==> src/ofd_pkg.sv <==
`default_nettype none
package ofd_pkg;

   localparam int HEADER_BYTES  = 20;
   localparam int TRAILER_BYTES = 2;
   localparam int COUNT_W       = 17;
   localparam int LEN_W         = COUNT_W + 1;

   localparam logic [COUNT_W-1:0] COUNT_MAX = '1;

   localparam logic [7:0]  SOF_FIRST  = 8'h55;
   localparam logic [7:0]  SOF_SECOND = 8'hAA;
   localparam logic [15:0] CRC_POLY   = 16'h1021;

   // header byte offsets
   localparam int POS_SOF0    = 0;
   localparam int POS_SOF1    = 1;
   localparam int POS_VER     = 2;
   localparam int POS_TYPE    = 3;
   localparam int POS_FLAGS   = 4;
   localparam int POS_HLEN    = 5;
   localparam int POS_SEQ     = 6;
   localparam int POS_ACK     = 8;
   localparam int POS_CMD     = 10;
   localparam int POS_PLEN    = 12;
   localparam int POS_SESSION = 14;
   localparam int POS_HCRC    = 18;

   typedef enum logic [2:0] {
      ST_OK     = 3'd0,
      ST_SIZE   = 3'd1,
      ST_FORMAT = 3'd2,
      ST_LENGTH = 3'd3,
      ST_CRC    = 3'd4
   } status_type;

   typedef enum logic {
      KIND_PAYLOAD = 1'b0,
      KIND_STATUS  = 1'b1
   } kind_type;

   typedef enum logic [1:0] {
      CSR_VERSION   = 2'd0,
      CSR_LIMIT     = 2'd1,
      CSR_CRC_INIT  = 2'd2,
      CSR_CHECK_CRC = 2'd3
   } csr_index_type;

   typedef struct packed {
      logic [7:0]  protocol_version;
      logic [15:0] payload_limit;
      logic [15:0] crc_initial;
      logic        check_frame_crc;
   } csr_type;

   typedef struct packed {
      kind_type    kind;
      logic [7:0]  payload_byte;
      status_type  status;
      logic [7:0]  frame_type;
      logic [7:0]  frame_flags;
      logic [15:0] sequence_res;
      logic [15:0] acked_sequence;
      logic [15:0] command_id;
      logic [15:0] payload_length;
      logic [31:0] session;
   } record_type;

   // records produced by one byte, in delivery order
   typedef struct packed {
      logic [1:0] count;
      record_type first;
      record_type second;
   } push_type;

   function automatic logic [15:0] crc_step(input logic [15:0] crc, input logic [7:0] data);
      logic [15:0] c;
      c = crc ^ {data, 8'h00};
      for (int k = 0; k < 8; k++) begin
         c = c[15] ? ({c[14:0], 1'b0} ^ CRC_POLY) : {c[14:0], 1'b0};
      end
      return c;
   endfunction

endpackage
`default_nettype wire

==> src/ota_frame_deframer_core.sv <==
// Framed packet receiver. Bytes of a received buffer enter one per
// transaction on req_, the final one marked by req_end_of_buffer. Payload
// bytes (offsets 20 .. 20+payload_length-1) leave as kind 0 records on rsp_
// as they arrive; the final byte adds one kind 1 status record that carries
// the header fields when the status is ok (a final byte that is also a payload
// byte yields two records, payload first). Both CRC-16-CCITT sums (0x1021,
// MSB first) start from the crc_initial register at the start of each buffer.
// One byte is taken per cycle while req_ready is high; a byte's records are
// registered, queued behind older ones. The output queue (QUEUE_DEPTH records,
// at least 3) accepts a byte whenever it has room for two records, so a full
// payload stream runs at one byte per clock while rsp_ready stays high; a
// stalled consumer backs the queue up and drops req_ready. Registers are
// written on csr_wr_en with csr_index 0 version, 1 payload limit,
// 2 crc initial, 3 frame CRC check enable; write only between buffers.
`default_nettype none
module ota_frame_deframer_core
   import ofd_pkg::*;
#(
   parameter int QUEUE_DEPTH = 4
)(
   input  wire logic        clock,
   input  wire logic        reset,

   input  wire logic        req_valid,
   output logic             req_ready,
   input  wire logic [7:0]  req_rx_byte,
   input  wire logic        req_end_of_buffer,

   output logic             rsp_valid,
   input  wire logic        rsp_ready,
   output logic             rsp_record_kind,
   output logic [7:0]       rsp_payload_byte,
   output logic [2:0]       rsp_status,
   output logic [7:0]       rsp_frame_type,
   output logic [7:0]       rsp_frame_flags,
   output logic [15:0]      rsp_sequence_res,
   output logic [15:0]      rsp_acked_sequence,
   output logic [15:0]      rsp_command_id,
   output logic [15:0]      rsp_payload_length,
   output logic [31:0]      rsp_session,

   input  wire logic        csr_wr_en,
   input  wire logic [1:0]  csr_index,
   input  wire logic [15:0] csr_wdata
);

   csr_type    csr_ff;
   push_type   push;
   record_type head;
   logic       accept;

   assign accept = req_valid && req_ready;

   // configuration registers
   always_ff @(posedge clock) begin
      if (reset) begin
         csr_ff.protocol_version <= 8'd1;
         csr_ff.payload_limit    <= 16'd1024;
         csr_ff.crc_initial      <= 16'hFFFF;
         csr_ff.check_frame_crc  <= 1'b1;
      end else if (csr_wr_en) begin
         unique case (csr_index_type'(csr_index))
            CSR_VERSION:   csr_ff.protocol_version <= csr_wdata[7:0];
            CSR_LIMIT:     csr_ff.payload_limit    <= csr_wdata;
            CSR_CRC_INIT:  csr_ff.crc_initial      <= csr_wdata;
            CSR_CHECK_CRC: csr_ff.check_frame_crc  <= csr_wdata[0];
         endcase
      end
   end

   // byte-by-byte framing state, CRCs and final checks
   ofd_parse u_parse (
      .clock     (clock),
      .reset     (reset),
      .accept_i  (accept),
      .rx_byte_i (req_rx_byte),
      .last_i    (req_end_of_buffer),
      .csr_i     (csr_ff),
      .push_o    (push)
   );

   // hold records until the consumer takes them
   ofd_out_queue #(
      .DEPTH (QUEUE_DEPTH)
   ) u_queue (
      .clock   (clock),
      .reset   (reset),
      .push_i  (push),
      .room_o  (req_ready),
      .valid_o (rsp_valid),
      .ready_i (rsp_ready),
      .head_o  (head)
   );

   assign rsp_record_kind    = head.kind;
   assign rsp_payload_byte   = head.payload_byte;
   assign rsp_status         = head.status;
   assign rsp_frame_type     = head.frame_type;
   assign rsp_frame_flags    = head.frame_flags;
   assign rsp_sequence_res   = head.sequence_res;
   assign rsp_acked_sequence = head.acked_sequence;
   assign rsp_command_id     = head.command_id;
   assign rsp_payload_length = head.payload_length;
   assign rsp_session        = head.session;

   // payload records never carry a status
   assert property (@(posedge clock) disable iff (reset)
      (rsp_valid && rsp_record_kind == KIND_PAYLOAD) |-> (rsp_status == ST_OK))
      else $error("payload record with nonzero status");

   // failed buffers expose no header fields
   assert property (@(posedge clock) disable iff (reset)
      (rsp_valid && rsp_record_kind == KIND_STATUS && rsp_status != ST_OK)
         |-> (rsp_payload_length == '0 && rsp_session == '0 && rsp_command_id == '0))
      else $error("failed status record carries header fields");

   // a taken final byte always lands in the queue, so something is presented next cycle
   assert property (@(posedge clock) disable iff (reset)
      (accept && req_end_of_buffer) |=> rsp_valid)
      else $error("final byte produced no record");

endmodule
`default_nettype wire

==> src/ofd_parse.sv <==
`default_nettype none
module ofd_parse
   import ofd_pkg::*;
(
   input  wire logic       clock,
   input  wire logic       reset,
   input  wire logic       accept_i,
   input  wire logic [7:0] rx_byte_i,
   input  wire logic       last_i,
   input  wire csr_type    csr_i,
   output push_type        push_o
);

   logic [COUNT_W-1:0] count_ff, count_in;
   logic [15:0]        hcrc_ff, hcrc_in, hcrc_step;
   logic [15:0]        fcrc_ff, fcrc_in, fcrc_step;
   logic [7:0]         trailer_ff, trailer_in, trailer_step;
   logic [7:0]         hdr_ff [HEADER_BYTES];

   logic [15:0]        plen;
   logic [COUNT_W-1:0] trailer_pos;
   logic               past_header;
   logic               in_payload;
   logic [LEN_W-1:0]   len;
   logic [LEN_W-1:0]   len_expected;
   status_type         status;
   record_type         pay_rec;
   record_type         stat_rec;

   assign plen        = {hdr_ff[POS_PLEN+1], hdr_ff[POS_PLEN]};
   assign trailer_pos = COUNT_W'(HEADER_BYTES) + {1'b0, plen};
   assign past_header = (count_ff >= COUNT_W'(HEADER_BYTES));
   assign in_payload  = past_header && (count_ff < trailer_pos);

   // the frame CRC covers every header byte from the version on, whatever the
   // length field holds while the header is still coming in
   always_comb begin
      if (count_ff < COUNT_W'(POS_VER)) begin
         hcrc_step = csr_i.crc_initial;
         fcrc_step = csr_i.crc_initial;
      end else begin
         hcrc_step = (count_ff < COUNT_W'(POS_HCRC)) ? crc_step(hcrc_ff, rx_byte_i) : hcrc_ff;
         fcrc_step = (!past_header || count_ff < trailer_pos) ?
                     crc_step(fcrc_ff, rx_byte_i) : fcrc_ff;
      end
      trailer_step = (past_header && count_ff == trailer_pos) ? rx_byte_i : trailer_ff;
   end

   // final-byte checks, in priority order
   assign len          = {1'b0, count_ff} + LEN_W'(1);
   assign len_expected = LEN_W'(HEADER_BYTES + TRAILER_BYTES) + {2'b00, plen};

   always_comb begin
      priority if (len < LEN_W'(HEADER_BYTES + TRAILER_BYTES)) begin
         status = ST_SIZE;
      end else if (hdr_ff[POS_SOF0] != SOF_FIRST || hdr_ff[POS_SOF1] != SOF_SECOND ||
                   hdr_ff[POS_VER] != csr_i.protocol_version ||
                   hdr_ff[POS_HLEN] != 8'(HEADER_BYTES)) begin
         status = ST_FORMAT;
      end else if (plen > csr_i.payload_limit) begin
         status = ST_SIZE;
      end else if (len != len_expected) begin
         status = ST_LENGTH;
      end else if ({hdr_ff[POS_HCRC+1], hdr_ff[POS_HCRC]} != hcrc_step) begin
         status = ST_CRC;
      end else if (csr_i.check_frame_crc && ({rx_byte_i, trailer_step} != fcrc_step)) begin
         status = ST_CRC;
      end else begin
         status = ST_OK;
      end
   end

   always_comb begin
      pay_rec              = '0;
      pay_rec.kind         = KIND_PAYLOAD;
      pay_rec.payload_byte = rx_byte_i;
      pay_rec.status       = ST_OK;

      stat_rec        = '0;
      stat_rec.kind   = KIND_STATUS;
      stat_rec.status = status;
      if (status == ST_OK) begin
         stat_rec.frame_type     = hdr_ff[POS_TYPE];
         stat_rec.frame_flags    = hdr_ff[POS_FLAGS];
         stat_rec.sequence_res   = {hdr_ff[POS_SEQ+1], hdr_ff[POS_SEQ]};
         stat_rec.acked_sequence = {hdr_ff[POS_ACK+1], hdr_ff[POS_ACK]};
         stat_rec.command_id     = {hdr_ff[POS_CMD+1], hdr_ff[POS_CMD]};
         stat_rec.payload_length = plen;
         stat_rec.session        = {hdr_ff[POS_SESSION+3], hdr_ff[POS_SESSION+2],
                                    hdr_ff[POS_SESSION+1], hdr_ff[POS_SESSION]};
      end
   end

   always_comb begin
      push_o = '0;
      if (accept_i) begin
         if (in_payload) begin
            push_o.first  = pay_rec;
            push_o.second = stat_rec;
            push_o.count  = last_i ? 2'd2 : 2'd1;
         end else begin
            push_o.first  = stat_rec;
            push_o.second = stat_rec;
            push_o.count  = last_i ? 2'd1 : 2'd0;
         end
      end
   end

   // restart after the final byte
   always_comb begin
      if (last_i) begin
         count_in   = '0;
         hcrc_in    = csr_i.crc_initial;
         fcrc_in    = csr_i.crc_initial;
         trailer_in = '0;
      end else begin
         count_in   = (count_ff == COUNT_MAX) ? count_ff : count_ff + 1'b1;
         hcrc_in    = hcrc_step;
         fcrc_in    = fcrc_step;
         trailer_in = trailer_step;
      end
   end

   always_ff @(posedge clock) begin
      if (reset) begin
         count_ff   <= '0;
         hcrc_ff    <= 16'hFFFF;
         fcrc_ff    <= 16'hFFFF;
         trailer_ff <= '0;
      end else if (accept_i) begin
         count_ff   <= count_in;
         hcrc_ff    <= hcrc_in;
         fcrc_ff    <= fcrc_in;
         trailer_ff <= trailer_in;
      end
   end

   for (genvar e = 0; e < HEADER_BYTES; e++) begin : g_hdr
      always_ff @(posedge clock) begin
         if (accept_i && count_ff == COUNT_W'(e)) begin
            hdr_ff[e] <= rx_byte_i;
         end
      end
   end

   assert property (@(posedge clock) disable iff (reset)
      (accept_i && !last_i) |=> (count_ff != '0))
      else $error("byte count restarted without a final byte");

   assert property (@(posedge clock) disable iff (reset)
      (push_o.count == 2'd2) |-> (push_o.first.kind == KIND_PAYLOAD &&
                                  push_o.second.kind == KIND_STATUS))
      else $error("two records from one byte not payload then status");

   assert property (@(posedge clock) disable iff (reset)
      (accept_i && last_i && len < LEN_W'(HEADER_BYTES + TRAILER_BYTES))
         |-> (status == ST_SIZE))
      else $error("short buffer not flagged");

endmodule
`default_nettype wire

==> src/ofd_out_queue.sv <==
`default_nettype none
module ofd_out_queue
   import ofd_pkg::*;
#(
   parameter int DEPTH = 4
)(
   input  wire logic     clock,
   input  wire logic     reset,
   input  wire push_type push_i,
   output logic          room_o,
   output logic          valid_o,
   input  wire logic     ready_i,
   output record_type    head_o
);

   localparam int PTR_W = (DEPTH > 1) ? $clog2(DEPTH) : 1;
   localparam int CNT_W = $clog2(DEPTH + 1);

   record_type       mem_ff [DEPTH];
   logic [PTR_W-1:0] wr_ptr_ff, wr_ptr_in, rd_ptr_ff, rd_ptr_in;
   logic [PTR_W-1:0] wr_next1, wr_next2;
   logic [CNT_W-1:0] count_ff, count_in;
   logic             pop;

   function automatic logic [PTR_W-1:0] ptr_inc(input logic [PTR_W-1:0] p);
      return (p == PTR_W'(DEPTH - 1)) ? '0 : p + 1'b1;
   endfunction

   assign wr_next1 = ptr_inc(wr_ptr_ff);
   assign wr_next2 = ptr_inc(wr_next1);
   assign pop      = valid_o && ready_i;
   assign valid_o  = (count_ff != '0);
   assign room_o   = (count_ff <= CNT_W'(DEPTH - 2));
   assign head_o   = mem_ff[rd_ptr_ff];

   always_comb begin
      unique case (push_i.count)
         2'd1:    wr_ptr_in = wr_next1;
         2'd2:    wr_ptr_in = wr_next2;
         default: wr_ptr_in = wr_ptr_ff;
      endcase
      rd_ptr_in = pop ? ptr_inc(rd_ptr_ff) : rd_ptr_ff;
      count_in  = count_ff + CNT_W'(push_i.count) - CNT_W'(pop);
   end

   always_ff @(posedge clock) begin
      if (reset) begin
         wr_ptr_ff <= '0;
         rd_ptr_ff <= '0;
         count_ff  <= '0;
      end else begin
         wr_ptr_ff <= wr_ptr_in;
         rd_ptr_ff <= rd_ptr_in;
         count_ff  <= count_in;
      end
   end

   always_ff @(posedge clock) begin
      if (push_i.count != 2'd0) begin
         mem_ff[wr_ptr_ff] <= push_i.first;
      end
      if (push_i.count == 2'd2) begin
         mem_ff[wr_next1] <= push_i.second;
      end
   end

   assert property (@(posedge clock) disable iff (reset)
      count_ff <= CNT_W'(DEPTH))
      else $error("output queue overflow");

   assert property (@(posedge clock) disable iff (reset)
      (push_i.count != 2'd0) |-> room_o)
      else $error("push without room for two records");

   assert property (@(posedge clock) disable iff (reset)
      (pop && push_i.count == 2'd0) |=> (count_ff == $past(count_ff) - 1'b1))
      else $error("queue count did not drop on pop");

endmodule
`default_nettype wire
==> config.mk <==
export PLATFORM = sky130hd
export DESIGN_NAME = ota_frame_deframer_core
export DESIGN_NICKNAME = d
export VERILOG_FILES = /design/src/ofd_pkg.sv /design/src/ota_frame_deframer_core.sv /design/src/ofd_parse.sv /design/src/ofd_out_queue.sv
export SDC_FILE = /design/constraint.sdc
export NUM_CORES = 1
export LEC_CHECK = 0
export ABC_AREA = 1
export BUFFER_PORTS_ARGS = -buffer_cell sky130_fd_sc_hd__clkbuf_2
export CORE_MARGIN = 1
export CORE_UTILIZATION = 40
export DETAILED_ROUTE_END_ITERATION = 10
export PLACE_DENSITY = 0.67
export SYNTH_ARGS = -nofsm -noshare
export SYNTH_HDL_FRONTEND = slang
export SYNTH_SLANG_ARGS = --single-unit
export TNS_END_PERCENT = 50
==> constraint.sdc <==
create_clock -name clock -period 10.2 [get_ports clock]
set_input_delay 1.02 -clock clock [delete_from_list [all_inputs] [get_ports clock]]
set_output_delay 1.02 -clock clock [all_outputs]
set_load 0.02 [all_outputs]
After elaboration in Yosys (flattened, before gate mapping)
Memories as Yosys holds them, arrays and structs flattened. A register that Yosys moved wholly into a read port is not among the register bits.
Cells that the tools add are included.
{"block": "op_classes", "addsub": 9, "multipliers": 0, "div_mod_pow": 0, "order_cmp": 7, "eq_ne": 37, "shifts": 0, "mux": 144, "bitwise": 18, "n_reduce_logical": 60}
{"op": "2-to-1 mux 250 bit", "n": 2}
{"op": "2-to-1 mux 13 bit", "n": 16}
{"op": "2-to-1 mux 8 bit", "n": 21}
{"op": "OR reduction 8 bit", "n": 19}
{"op": "equality test 17 x 4 -> 1 bit (second input constant)", "n": 8}
{"op": "2-to-1 mux 112 bit", "n": 1}
{"op": "2-to-1 mux 16 bit", "n": 6}
{"op": "2-to-1 mux 5 bit", "n": 19}
{"op": "equality test 17 x 3 -> 1 bit (second input constant)", "n": 4}
{"op": "equality test 17 x 5 -> 1 bit (second input constant)", "n": 4}
{"op": "2-to-1 mux 1 bit", "n": 64}
{"op": "NOT 3 bit", "n": 16}
{"op": "adder 5 x 16 -> 17 bit (first input constant)", "n": 2}
{"op": "equality test 17 x 2 -> 1 bit (second input constant)", "n": 2}
{"op": "2-to-1 mux 17 bit", "n": 2}
{"op": "!= test 16 bit", "n": 2}
{"op": "bitwise XOR 16 bit", "n": 2}
{"op": "logical AND 1 bit", "n": 25}
{"op": "adder 17 x 1 -> 18 bit (second input constant)", "n": 1}
{"op": "less-than comparator 18 x 5 -> 1 bit (second input constant)", "n": 1}
{"op": "2-to-1 mux 3 bit", "n": 6}
{"op": "!= test 18 bit", "n": 1}
{"op": "adder 17 x 1 -> 17 bit (second input constant)", "n": 1}
{"op": "equality test 17 x 1 -> 1 bit (second input constant)", "n": 1}
{"op": "other kinds (28)", "n": 49}
{"block": "word_totals", "regBits": 105, "latchBits": 0, "mem_bits_rw": 656, "romBits": 0, "in_bits": 32, "out_inout_bits": 126, "word_cells": 288, "memories": 2}
{"memory": "u_queue.mem_ff", "depth": 4, "width": 124, "read_ports": 1, "rd_clocked_by_memory_dff": 1, "write_ports": 2, "line": "ofd_out_queue.sv:19", "source": "record_type mem_ff [DEPTH];"}
{"memory": "u_parse.hdr_ff", "depth": 20, "width": 8, "read_ports": 20, "rd_clocked_by_memory_dff": 0, "write_ports": 1, "line": "ofd_parse.sv:18", "source": "logic [7:0] hdr_ff [HEADER_BYTES];"}

Longest topological paths before layout
{"block": "depth", "ltp_word": 34, "mapped_depth": 31, "depth_no_buf": 30}

Hierarchy
Synthesis repeated with hierarchy kept, for this count alone.
{"block": "hier_totals", "hier_cells": 4615, "area_unflattened_um2": 40065.9}
{"module": "ofd_out_queue", "instances": 1, "cells_per_inst": 2504, "area_per_inst_um2": 24104.4, "seq_area_each_um2": 15074.5}
{"module": "ofd_parse", "instances": 1, "cells_per_inst": 1877, "area_per_inst_um2": 14282.4, "seq_area_each_um2": 5945.7}
{"module": "ota_frame_deframer_core", "instances": 1, "cells_per_inst": 234, "area_per_inst_um2": 1679.1, "seq_area_each_um2": 820.8}

Worst setup path after synthesis
Ideal clock, no wire load.
{"block": "synth_timing", "path_type": "reg2reg", "startpoint": "mem u_parse.hdr_ff[12][3], in the netlist u_parse.hdr_ff[3][3]", "endpoint": "mem u_queue.mem_ff[3][65] (netlist bit) (data pin)", "setup_time_ns": 0.140, "t_arrival_ns": 6.838, "t_required_ns": 10.060, "slack_ns": 3.222, "stages_incl_launch_ff": 30, "n_path_buf": 4, "period_less_slack_ns": 6.978, "cell_sequence": "edfxtp_1 inv_1 o21ai_0 nand3_1 nor2_1 nand2_1 nor2_1 xor2_1 ha_1 nand2_1 nor2_1 nand2_1 nor2_1 nor2_1 nand2_2 buf_2 nor2_1 buf_2 ha_1 nand2_1 ha_1 nand2_1 inv_1 nor2_1 inv_1 and3_1 inv_2 buf_2 clkbuf_1 nor2_2"}
{"item": "start, declared", "line": "ofd_parse.sv:18"}
{"item": "end, declared", "line": "ofd_out_queue.sv:19"}

==> impl_results.md <==
- Wire per inst: 21.0 um
- Root buf cell: clkbuf_16
- Initial Utilization: 40.5%
- Largest net degree at the start of global routing: 183
- Netlist cell types: 56
- Clock Skew: 0.0348 ns
- Top post-synthesis cells by count: nor2_1 (628), edfxtp_1 (624), nand2_1 (410)
- Worst Path Arrival: 7.70 ns
- Synth Register Bits: 763
- Final min period: 7.36 ns
- Post-CTS Setup Inserts: 0
- Final-report hold violation count: 0
- Initial antenna violation count: 2
- First-pass GRT wire length: 152000 um
- Clk slew on worst S/H paths: 0.06 ns
- Clock buffer depth: 3
- Post_cts resized: 0
- Row Count: 110
- Number of flops mapped to enable cells by yosys: 624
- Syn Area/Cell: 10.5 um^2
- P per Cell Area: 205 nW/um^2
- Clk pwr share: 35.2%
- ANT cells: 0
- Final #Nets: 3648
- Avg Vias per Cell: 5.47
- Critical Path Fanout Max: 64
- Yosys Warn Count: 0
- Share of the clock period used by the worst path: 72.2%
- Count of input and output buffers: 157
- Most frequent cell after synthesis: nor2_1
- CTS tree: yes
- WP data required: 10.54 ns
- Gr ovfl total: 0
- Slew @ Worst Pin: 1.16 ns
- Die ar.: 92400 um^2
- Largest cells by area after synthesis: edfxtp_1 (51%), dfxtp_1 (7.6%), nor2_1 (6.5%), o21ai_0 (5.0%), nand4_4 (4.6%)
- Seq/Total Area, Yosys: 59.0%
- Setup violations, final: 0
- Hold Crit Class: reg -> reg
- RSZ-0062 raised after global routing: no
- Via count: 26200
- Synthesized cell area: 36500 um^2
- Cells after Synth: 3490
- Clock tree sinks: 763
- Comb pwr share: 22.1%
- Sw Pwr: 0.00270 W
- Vias in the first global route: 25400
- Post-synth top area cell: edfxtp_1
- Total CTS buffers: 80
- Main flop type after synthesis: edfxtp_1
- Max VDD drop: 120 uV
- Final worst slack: 2.84 ns
- H-Tree Depth: 3
- Critical path class: reg -> reg
- Core Util, Final: 45.1%
- Routed WL: 101000 um
- Flop pwr share: 42.7%
- Post-synth top area share: 51.4%
- Pins Over Slew Limit: 0
- Synth-to-Final Area Change: 11.5%
- Die Width: 304 um
- Status: complete, no violations
- Critical path endpoint category: register
- GR Util All Layers: 21.4%
- Rel. slew slack: 22.6%
- HPWL Detailed: 58200 um
- Layout cells sized above 1: 18.0%
- GP Congestion: 0.901
- Core area: 90100 um^2
- Lkg Pwr: 14.5 nW
- Ports: 158
- Peak Freq: 0.136 GHz
- Syn nets: 3579
- Area of the multi-input gates: 13100 um^2
- MaxCap Viol Count: 0
- Worst setup SP type: register
- Hold buffers post-CTS: 0
- Internal power: 0.00565 W
- Dpl ws: 2.86 ns
- Layout fillers: 8319
- FFs w/ async S/R, synth: 0%
- Pre-antenna DRT Iters: 6
- Post-route ant nets: 0
- Post-Route Setup TNS: 0 ns
- Sw Share: 32.3%
- Die height: 304 um
- DRC errors left: 0
- Clock latency on the worst-skew pair: 0.65 ns
- Initial detailed-routing violation count: 2130
- Seq. cell area: 21500 um^2
[final cells by class]
type / count / area share [%]
clock buffers: 99 / 5.27
clock inverters: 45 / 1.26
inverters: 199 / 1.90
multi-input cells: 2316 / 32.2
flip-flops and latches: 763 / 52.9
well taps: 1176 / 3.62
repair buffers: 199 / 2.80
[through the flow]
stage	std cells	area, um^2	total power (W)	hold WS [ns]
final	4797	40700	0.00835	0.450
after global routing	4797	40700	0.00866	0.481
after CTS	4797	40700	0.00840	0.456
after detailed placement	4653	38000	0.00548	0.440
after global placement	4653	38000	0.00546	0.434
after floorplan	3490	36500	0.00477	0.423
[cell families (layout without fill, tap and decap cells)]
| group | after synthesis | after routing | share of synthesized area, % |
|---|---|---|---|
| AO/OA/AOI/OAI | 607 | 607 | 9.11 |
| buffers and inverters | 411 | 542 | 5.21 |
| flip-flops | 763 | 763 | 59.0 |
| adder cells (fa/ha/maj) | 57 | 57 | 1.98 |
| AND/OR/NAND/NOR | 1571 | 1571 | 22.7 |
| XOR/XNOR | 81 | 81 | 2.03 |
[registers in the layout, summed over array words and instances (netlist names), named ones only]
name	cells
csr_ff	41
u_parse.count_ff	17
u_parse.fcrc_ff	16
u_parse.hcrc_ff	16
u_parse.hdr_ff	160
u_parse.trailer_ff	8
u_queue.count_ff	3
u_queue.mem_ff	496
u_queue.rd_ptr_ff	2
u_queue.wr_ptr_ff	2
[path summary, 6_finish.rpt]
check                                                          from                                   to  slack (ns)  cells past startpoint
worst max-delay path                 u_parse.hdr_ff[3][2]$_DFFE_PP_       u_queue.mem_ff[3][1]$_DFFE_PP_        2.84                     26
worst min-delay path            u_queue.mem_ff[1][116]$_SDFFE_PP0P_  u_queue.mem_ff[1][116]$_SDFFE_PP0P_        0.45                      2
worst max register to register       u_parse.hdr_ff[3][2]$_DFFE_PP_       u_queue.mem_ff[3][1]$_DFFE_PP_        2.84                     26
worst min register to register  u_queue.mem_ff[1][116]$_SDFFE_PP0P_  u_queue.mem_ff[1][116]$_SDFFE_PP0P_        0.45                      2
[critical path: stages, from the launching register on]
cell and delay, ns:
edfxtp_1 0.49, inv_1 0.13, o21ai_0 0.28, nand3_1 0.17
nor2_1 0.18, nand2_1 0.12, nor2_1 0.13, xor2_1 0.16
ha_1 0.24, nand2_1 0.08, nor2_1 0.07, nand2_1 0.07
nor2_1 0.05, nor2_1 0.12, nand2_2 0.31, nor2_1 0.77
ha_1 0.23, nand2_1 0.09, ha_1 0.30, nand2_1 0.14
inv_1 0.05, nor2_1 0.54, inv_4 0.49, and3_1 0.41
inv_4 0.46, buf_4 0.75, nor2_1 0.14
[layer usage]
metal	up-vias	share of wire, %	global-route usage (%)
met5	-	0	0
met1	12800	42	28.2
met2	952	49	36.3
met3	162	6.4	2.81
met4	0	2.7	6.94
li1	12300	-	-
[power by group through the flow]
stage | registers [W] | logic, W | clock network, W
detailed placement | 0.00363 | 0.00185 | 0
global placement | 0.00363 | 0.00183 | 0
floorplan | 0.00358 | 0.00119 | 0
global route | 0.00358 | 0.00198 | 0.00310
CTS | 0.00356 | 0.00185 | 0.00298
finish | 0.00356 | 0.00184 | 0.00294
[placed cells by master, fill, tap and decap left out, types with 7 or more instances in the layout]
| cell type | n |
|---|---|
| nor2_1 | 628 |
| edfxtp_1 | 624 |
| nand2_1 | 410 |
| o21ai_0 | 365 |
| nor2_2 | 191 |
| inv_1 | 178 |
| clkbuf_2 | 157 |
| dfxtp_1 | 137 |
| nand3_1 | 127 |
| o22ai_1 | 126 |
| clkbuf_16 | 81 |
| nand4_4 | 79 |
| a21oi_1 | 75 |
| nand4_1 | 57 |
| ha_1 | 56 |
| xor2_1 | 55 |
| buf_4 | 39 |
| or2_2 | 23 |
| xnor2_1 | 22 |
| clkinv_1 | 18 |
| nand3b_1 | 15 |
| o221ai_1 | 14 |
| nor3_1 | 13 |
| clkbuf_1 | 13 |
| clkinv_2 | 12 |
| inv_2 | 8 |
| inv_4 | 8 |
| nor4_1 | 7 |
| bufinv_16 | 7 |
No activity file was read; power rests on OpenSTA's default activity.
